File: config.mk
export PLATFORM = sky130hd
export DESIGN_NAME = ccb_fifo
export DESIGN_NICKNAME = d
export VERILOG_FILES = /design/src/ccb_pkg.sv /design/src/ccb_fifo.sv
export VERILOG_INCLUDE_DIRS = /design/src /design/src/src
export SDC_FILE = /design/constraint.sdc
export NUM_CORES = 1
export LEC_CHECK = 0
export BUFFER_PORTS_ARGS = -buffer_cell sky130_fd_sc_hd__buf_2
export CAP_MARGIN = 15
export CORE_ASPECT_RATIO = 2
export CORE_UTILIZATION = 42
export DETAILED_ROUTE_END_ITERATION = 8
export MAX_ROUTING_LAYER = met4
export PLACE_DENSITY = 0.62
export SLEW_MARGIN = 0
export SYNTH_ARGS = -nofsm -noshare
export SYNTH_HDL_FRONTEND = slang
export SYNTH_SLANG_ARGS = --single-unit
File: constraint.sdc
create_clock -name clk_i -period 10 [get_ports clk_i]
set_input_delay 1 -clock clk_i [delete_from_list [all_inputs] [get_ports clk_i]]
set_output_delay 1 -clock clk_i [all_outputs]
set_load 0.05 [all_outputs]
File: src/circle_contact_backoff_unit_defines.svh
// Assertion macros used by the queue (ccb_fifo.sv).
`ifndef CIRCLE_CONTACT_BACKOFF_UNIT_DEFINES_SVH
`define CIRCLE_CONTACT_BACKOFF_UNIT_DEFINES_SVH

// Same-cycle implication, clocked on clk_i, off during reset.
`define CCB_ASSERT_IMP(label, ante, cons, msg) \
  label: assert property (@(posedge clk_i) disable iff (!rst_ni) (ante) |-> (cons)) \
    else $error(msg);

// Next-cycle implication, clocked on clk_i, off during reset.
`define CCB_ASSERT_NXT(label, ante, cons, msg) \
  label: assert property (@(posedge clk_i) disable iff (!rst_ni) (ante) |=> (cons)) \
    else $error(msg);

`endif

File: src/ccb_pkg.sv
`default_nettype none

package ccb_pkg;

  // Coordinate format
  localparam int CW       = 32;
  localparam int FB       = 16;
  localparam int RADIUS_W = CW - 1;

  // Internal widths of the contact solve
  localparam int PW   = CW + 1;          // target minus mover
  localparam int AW   = 2 * CW;          // |v|^2, unsigned
  localparam int BW   = 2 * CW + 2;      // p.v, signed
  localparam int CCW  = 2 * CW + 3;      // |p|^2 - r^2, signed
  localparam int DW   = 4 * CW + 3;      // discriminant, signed
  localparam int RADW = DW - 1;          // radicand, unsigned
  localparam int SQW  = RADW / 2;        // root width
  localparam int SRW  = SQW + 3;         // root remainder width
  localparam int NW   = SQW + 2;         // root minus p.v, signed

  // Wide multiplier built from narrow partial products
  localparam int MDIG    = 23;
  localparam int MND     = (2 * CW + 2 + MDIG - 1) / MDIG;
  localparam int MW      = MDIG * MND;
  localparam int MPW     = 2 * MW;
  localparam int MUL_LAT = MND * MND;

  // Divider and clamp
  localparam int QW  = CW + 2;           // quotient bits kept
  localparam int PDW = AW + QW;          // dividend width
  localparam int RW  = QW + 2;           // clamp arithmetic width

  // Queue between front and back
  localparam int FIFO_DEPTH = 4;
  localparam int FIFO_AW    = 2;

  // Stream widths
  localparam int IN_TDATA_W  = ((8 * CW - 2 + 7) / 8) * 8;
  localparam int OUT_TDATA_W = 2 * CW;

  typedef enum logic [1:0] {
    ST_OK         = 2'd0,
    ST_NO_CONTACT = 2'd1,
    ST_ZERO_VEL   = 2'd2,
    ST_SAT        = 2'd3
  } status_e;

  // Classified item passed from front to back
  typedef struct packed {
    logic signed [CW-1:0]  mover_x;
    logic signed [CW-1:0]  mover_y;
    logic signed [CW-1:0]  vel_x;
    logic signed [CW-1:0]  vel_y;
    logic [AW-1:0]         a;
    logic signed [BW-1:0]  b;
    logic signed [CCW-1:0] c;
  } job_t;

endpackage

`default_nettype wire

File: src/ccb_fifo.sv
`default_nettype none

`include "circle_contact_backoff_unit_defines.svh"

module ccb_fifo (
  input  logic           clk_i,
  input  logic           rst_ni,
  input  logic           push_i,
  input  ccb_pkg::job_t  job_i,
  input  logic           pop_i,
  output ccb_pkg::job_t  job_o,
  output logic           empty_o,
  output logic           full_o
);
  import ccb_pkg::*;

  job_t                mem_q [FIFO_DEPTH];
  logic [FIFO_AW-1:0]  wr_ptr_q, rd_ptr_q;
  logic [FIFO_AW:0]    count_q, count_d;

  assign job_o   = mem_q[rd_ptr_q];
  assign empty_o = (count_q == '0);
  assign full_o  = (count_q == (FIFO_AW+1)'(FIFO_DEPTH));

  // Store entries
  always_ff @(posedge clk_i) begin
    if (push_i) begin
      mem_q[wr_ptr_q] <= job_i;
    end
  end

  // Track fill level
  always_comb begin
    unique case ({push_i, pop_i})
      2'b10:   count_d = count_q + 1'b1;
      2'b01:   count_d = count_q - 1'b1;
      default: count_d = count_q;
    endcase
  end

  always_ff @(posedge clk_i or negedge rst_ni) begin
    if (!rst_ni) begin
      wr_ptr_q <= '0;
      rd_ptr_q <= '0;
      count_q  <= '0;
    end else begin
      if (push_i) begin
        wr_ptr_q <= wr_ptr_q + 1'b1;
      end
      if (pop_i) begin
        rd_ptr_q <= rd_ptr_q + 1'b1;
      end
      count_q <= count_d;
    end
  end

  `CCB_ASSERT_IMP(a_no_underflow, pop_i, count_q != '0, "ccb_fifo: pop from empty queue")
  `CCB_ASSERT_IMP(a_no_overflow, push_i, count_q != (FIFO_AW+1)'(FIFO_DEPTH), "ccb_fifo: push on full")
  `CCB_ASSERT_NXT(a_cnt_inc, push_i && !pop_i, count_q == $past(count_q) + 1'b1, "ccb_fifo: bad inc")
  `CCB_ASSERT_NXT(a_cnt_dec, pop_i && !push_i, count_q == $past(count_q) - 1'b1, "ccb_fifo: bad dec")

endmodule

`default_nettype wire

### After elaboration in Yosys (flattened, before gate mapping)

Memories as Yosys holds them, arrays and structs flattened.
Cells that the tools add are included.
W data, S select, Z words.

* add/sub/neg operators: 4
* bitwise logic cells: 0
* equality and inequality tests: 3
* magnitude comparators: 0
* multipliers: 0
* reductions and logical operators: 2
* shift-type cells: 0
* divide/modulo/power cells: 0
* muxes and demuxes: 3

Operators with widths (number)
* $pmux W3 S2: 1
* $add A2 B1 Y2 const B: 2
* $add A3 B1 Y3 const B: 1
* $eq A3 B3 Y1 const B: 1
* $logic_not A3 Y1: 1
* $sub A3 B1 Y3 const B: 1
* $eq A2 B1 Y1 const B: 1
* $eq A2 B2 Y1 const B: 1
* $mux W1: 2
* $reduce_bool A2 Y1: 1

* output and inout port bits: 327
* register bits after elaboration: 7
* word-level logic and storage cells: 16
* memories: 1
* memory bits (read-only): 0
* latch bits: 0
* bits in writable memories: 1300

Memory list
* mem_q: words 4, width 325, read ports 1, clocked after memory_dff 0, wr ports 1, RTL line ccb_fifo.sv:17 `job_t mem_q [FIFO_DEPTH];`

### Depth between registers and ports, before layout

Gate-level depths: netlist (run 1).

* word-level depth: 2
* mapped depth: 7
* mapped depth without buffers: 7

### Worst setup path after synthesis (run 1)

No wires, ideal clock.

* kind: input -> register
* start: input port push_i
* end: memory mem_q[0][0] in the netlist's numbering, enable pin
* arrival time: 8.324 ns
* slack: 0.949 ns
* setup time: 0.727 ns
* cell stages on the path: 1
* path buffers: 0
* cells stage by stage: and2_1

* cells in the longest elaborated chain, start to end: 2

RTL lines
* start, declared: RTL line ccb_fifo.sv:8 `input logic push_i,`
* $mux W1: RTL line ccb_fifo.sv:27 `if (push_i) begin`
* $mux W1 (not written as such): RTL line ccb_fifo.sv:28 `mem_q[wr_ptr_q] <= job_i;`
* end, declared: RTL line ccb_fifo.sv:17

Every way passes these cells.

==> flow_summary.yaml, run 1 <==
run_status:
  outcome: "finished, final reports clean"
floorplanning:
  rows: 173
  start_util_pct: 42.4
  die-area_mm2: 0.114
  die_x_um: 239
  die_h_um: 476
  io-pin-count: 656
  coreArea_mm2: 0.111
worst_setup_path:
  r2r_end: "mem_q[2][252]"
  cp.arrival_ns: 3.50
  cp_slowest_stage_delay_ns: 0.99
  crit_chain: "buf_12, mux4_2, buf_2"
  start_kind: "flip-flop"
  crit_end: "job_o[126]"
  crit_type: "reg -> out"
  crit_path_max_fanout: 111
  regToRegSetupSlack_ns: 6.50
  cp.required_ns: 9.00
  cp-end-kind: "output port"
  r2r_cells: 5
  crit_path_top_delay_cell: "dfrtp_4"
  r2r-start: "wr_ptr_q[0]"
  critPathBufInv: 2
  cp.depth: 3
  cp_top_family: "flip-flops"
  crit_path_start: "rd_ptr_q[0]"
global_route:
  overflow: 0
  grt_pass1_vias: 23032
  grt_pass1_wl_um: 147000
  grt_max_degree: 141
  grt_usage_pct: 18.1
  grt_antenna_before_repair: 41
yosys:
  synth_area_leaders: "edfxtp_1, mux4_2, buf_4"
  synth_simple_gate_area_share_pct: 0.109
  synth_top_family_by_area: "multiplexers"
  synth-warning-count: 0
  syn_avg_cell_area_um2: 27.2
  synth_top_area_cell: "edfxtp_1"
  synth_top_area_share_pct: 82.7
  seq_area_frac_synth_pct: 83.1
  synth-seq-cells: 1307
  synth_nets: 2070
  synthXorXnorAreaFrac_pct: 0.111
  synthesis.area_mm2: 0.0472
  synth_adder_area_share_pct: 0.175
  ys_types: 19
  synth-compound-area-share_pct: 0.0212
  synth_mux_area_share_pct: 15.5
  synthCells: 1735
timing:
  setup_violations: 0
  worst_pin_slew_ns: 1.29
  fin_skew_ns: 0.0174
  fmax_mhz: 222
  slew_violations: 0
  layout_min_cycle_time_ns: 4.50
  rsz0062_at_grt: "no"
  hold_violations: 0
  slew_headroom_pct: 13.9
  post-route-period-util_pct: 45.0
  tns_ns: 0
min_path:
  hp-class: "in -> async"
placed_design:
  dp_cells: 3828
  gp_congestion: 0.779
  detailed_place_hpwl_um: 62600
  port_buffers: 655
clock_tree:
  clock_path_buffers: 3
  cts_resized: 0
  clock_sinks: 1307
  clk_pin_slew_ns: 0.07
  cts_setup_buffers: 0
  cts_tree: "built"
  cts_buffers: 109
  root_buffer: "clkbuf_16"
  cts_htree_levels: 3
  cts_hold_buf: 0
  clk_latency_ns: 0.71
power:
  power_density_mw_per_mm2: 344
  peakVddDrop_mv: 0.293
  power_w: 0.0192
  p_leak_nw: 18.7
final_layout:
  final_common_cell: "edfxtp_1"
  drive_above_1_share_pct: 45.9
  final_cell_mix: "edfxtp_1, buf_2, mux4_2"
  fin_nets: 2787
  syn_to_final_growth_pct: 18.4
  final_cells: 4074
  nFillCells: 8906
route:
  ant_nets: 0
  first_iter_violations: 1079
  wire_per_inst_um: 24.6
  drt_wl_total_um: 100000
  drc: 0
  dr.pass1.iters: 4
  vias_per_cell: 5.13
  via_count: 20893
flow_run:
  max_cap_viol_count: 0
## final cells by class
type                    instances  area, um^2  area share, %
flip-flops and latches       1307       39200           70.2
multi-input cells             349        7530           13.5
repair buffers                679        3530           6.32
clock buffers                 130        2830           5.06
well taps                    1487        1860           3.33
clock inverters                74         797           1.43
diodes                         42         105          0.188
inverters                       6        22.5         0.0403
## Yosys cell counts (all sizes together)
cell and instances:
nand2 3, inv 6, edfxtp 1300, nor2 1, and3 1, o21ai 2, xnor2 2, dfrtp 7
mux4 325, and2 4, ha 5, buf 61, nor3 1, fa 1, clkbuf 12, xor2 4
## routing by layer
metal	wire (um)	part of all wire [%]	global-route usage, %	vias to the layer above
met3	11000	11	7.68	150
met5	0	0	-	-
met2	49800	50	29.2	761
li1	-	-	-	9059
met1	36800	37	20.2	10923
met4	2540	2.5	5.80	0
## cell families (layout without fill, tap and decap cells)
group,after synthesis,in the layout
xor gates and xnor gates,6,6
adders and majority gates,6,6
DFF,1307,1307
AOI/OAI and AO/OA,2,2
muxes,325,325
and+or+nand+nor,10,10
other,0,42
buffers and inverters,79,889
## report_power, final
group | switching, W | internal (W) | total, W
sequential | 0.000305 | 0.00716 | 0.00747
clock | 0.00192 | 0.00240 | 0.00432
combinational | 0.00535 | 0.00208 | 0.00743
total | 0.00758 | 0.0116 | 0.0192
## state kept, by name, summed over array words and instances (netlist names)
name,count
wr_ptr_q,2
count_q,3
rd_ptr_q,2
mem_q,1300
## worst min path at each step
stage,startpoint,end,cells past startpoint
floorplan,count_q[2],count_q[2],1
global route,rst_ni,rd_ptr_q[1],1
finish,rst_ni,rd_ptr_q[1],1
CTS,rst_ni,rd_ptr_q[1],1
detailed placement,count_q[0],count_q[0],1
global placement,count_q[2],count_q[2],1
## per-stage QoR
step	area [um^2]	hold slack, ns	worst slack [ns]	utilization, %
floorplan	47200	0.457	0.949	-
global placement	52200	0.474	5.92	46.9
detailed placement	52200	0.508	5.86	46.9
CTS	55800	0.0722	5.32	50.1
global route	55900	0.101	5.18	50.2
finish	55900	0.138	5.50	50.2
No activity file was read; power rests on OpenSTA's default activity.
==> inputs of run 2 (changes only) <==
Settings changed: PLACE_DENSITY 0.62 to 0.65.
Clock period 10 ns to 4 ns, I/O delays scaled along.
==> run 2 against run 1 <==
Setup slack worse by 4.8 ns; highest routed layer unchanged; via count grew 8.9%; sequential cell count stayed put; global-route usage rose by 1.1 points; non-clock buffer count grew 388; routed wire length is 5.5% higher; register-to-register slack worse by 4.9 ns; largest cell class unchanged.
==> flow_summary.yaml, run 2 (same netlist as run 1, synthesis figures left out) <==
final_layout:
  drive_above_1_share_pct: 42.0
  syn_to_final_growth_pct: 26.4
  final_cell_mix: "edfxtp_1, buf_2, dlygate4sd3_1"
  final_common_cell: "edfxtp_1"
  reg.largest.list: "mem_q (1300), count_q (3)"
  regMostFlops: "mem_q"
  fin_nets: 3175
  fin_area_mm2: 0.0597
  largest_reg_flops: 1300
timing:
  rsz0062_at_grt: "no"
  tns_ns: 0
  fin_skew_ns: 0.0221
  hold_violations: 0
  setup_violations: 0
  fmax_mhz: 305
  worst_pin_slew_ns: 1.01
  slew_violations: 0
  layout_min_cycle_time_ns: 3.27
  post-route-period-util_pct: 81.9
  slew_headroom_pct: 32.4
clock_tree:
  cts_resized: 0
  cts_htree_levels: 3
  cts_tree: "built"
  clk_pin_slew_ns: 0.07
  clk_latency_ns: 0.70
  clock_path_buffers: 3
  root_buffer: "clkbuf_16"
  clock_sinks: 1307
  cts_buffers: 109
worst_setup_path:
  start_kind: "flip-flop"
  cp.required_ns: 3.60
  cp_slowest_stage_delay_ns: 0.78
  crit_path_start: "rd_ptr_q[1]"
  crit_chain: "buf_12, mux4_2, buf_2"
  crit_path_max_fanout: 91
  crit_type: "reg -> out"
  crit_path_top_delay_cell: "dfrtp_4"
  cp.arrival_ns: 2.87
  cp_top_family: "flip-flops"
  critPathBufInv: 2
  r2r-start: "wr_ptr_q[0]"
  cp-end-kind: "output port"
power:
  peakVddDrop_mv: 0.620
  p_leak_nw: 20.4
  power_density_mw_per_mm2: 816
min_path:
  hp-class: "in -> async"
placed_design:
  gp_congestion: 0.781
  place_area_mm2: 0.0528
  detailed_place_hpwl_um: 68300
  port_buffers: 655
route:
  ant_nets: 0
  dr.pass1.iters: 4
  wire_per_inst_um: 23.8
  drt_wl_total_um: 106000
  first_iter_violations: 1357
  drc: 0
  vias_per_cell: 5.13
  via_count: 22747
global_route:
  grt_pass1_wl_um: 158000
  overflow: 0
  grt_pass1_vias: 25172
  grt_antenna_before_repair: 15
  grt_max_degree: 92
  grt_usage_pct: 19.2
floorplanning:
  io-pin-count: 656
  start_util_pct: 42.4
  coreArea_mm2: 0.111
  die-area_mm2: 0.114
  die_x_um: 239
  rows: 173
  die_h_um: 476
flow_run:
  max_cap_viol_count: 0
run_status:
  outcome: "finished, final reports clean"
-- run 2: changes by cell type in the layout (fill, tap and decap cells not counted), moves of 10 or more --
| cell | change |
|---|---|
| clkinv_1 | -10 |
| buf_4 | +47 |
| buf_12 | +13 |
| dlygate4sd3_1 | +328 |
| diode_2 | -27 |
-- run 2: repair_timing --
action / 4_1_cts / 5_1_grt
hold endpoints to repair: 1311 / 0
setup buffers: 0 / 0
hold buffers: 328 / 0
setup endpoints to repair: 0 / 0
-- run 2: routing by layer --
| layer | GRT usage (%) | up-vias | wire (um) | share of wire [%] |
|---|---|---|---|---|
| li1 | - | 9789 | - | - |
| met1 | 22.6 | 11854 | 39600 | 37 |
| met2 | 31.2 | 956 | 53000 | 50 |
| met3 | 6.46 | 148 | 10800 | 10 |
| met4 | 5.61 | 0 | 2350 | 2.2 |
| met5 | - | - | 0 | 0 |
-- run 2: area by class of cell --
type                       count  area, um^2
antenna                       15        37.5
fill                        8450       51600
clock buffer                 138        2930
tap                         1487        1860
clock inverter                62         653
timing repair buffer        1067        7430
inverter                       6        22.5
sequential                  1307       39200
multi-input combinational    349        7530
-- run 2: path summary, 6_finish.rpt --
check	end	slack (ns)	cells after the start
worst max-delay path	job_o[174]	0.73	3
worst min-delay path	count_q[0]	0.10	2
worst max register to register	mem_q[0][287]	1.64	4
worst min register to register	count_q[0]	0.51	1
max in group asynchronous	rd_ptr_q[0]	3.70	2
min in group clk_i	mem_q[0][47]	0.45	2
-- run 2: metrics by stage --
stage	hold WS, ns	instances	utilization, %	worst slack, ns	total power, W
finish	0.105	4431	53.6	0.725	0.0487
global route	0.0737	4430	53.6	0.532	0.0505
CTS	0.0391	4416	53.6	0.593	0.0493
detailed placement	0.251	3888	47.4	1.39	0.0383
global placement	0.247	3888	47.4	1.41	0.0380
floorplan	0.104	1735	-	0.673	0.0333
-- run 2: worst reg2reg max path: stages (launching register included) --
cell,delay (ns)
dfrtp_1,0.43
inv_1,0.11
ha_1,0.15
and2_4,0.79
buf_4,0.52
-- run 2: power by group --
group / internal, W / switching [W]
sequential: 0.0179 / 0.000633
combinational: 0.00572 / 0.0138
clock: 0.00592 / 0.00475
total: 0.0295 / 0.0192
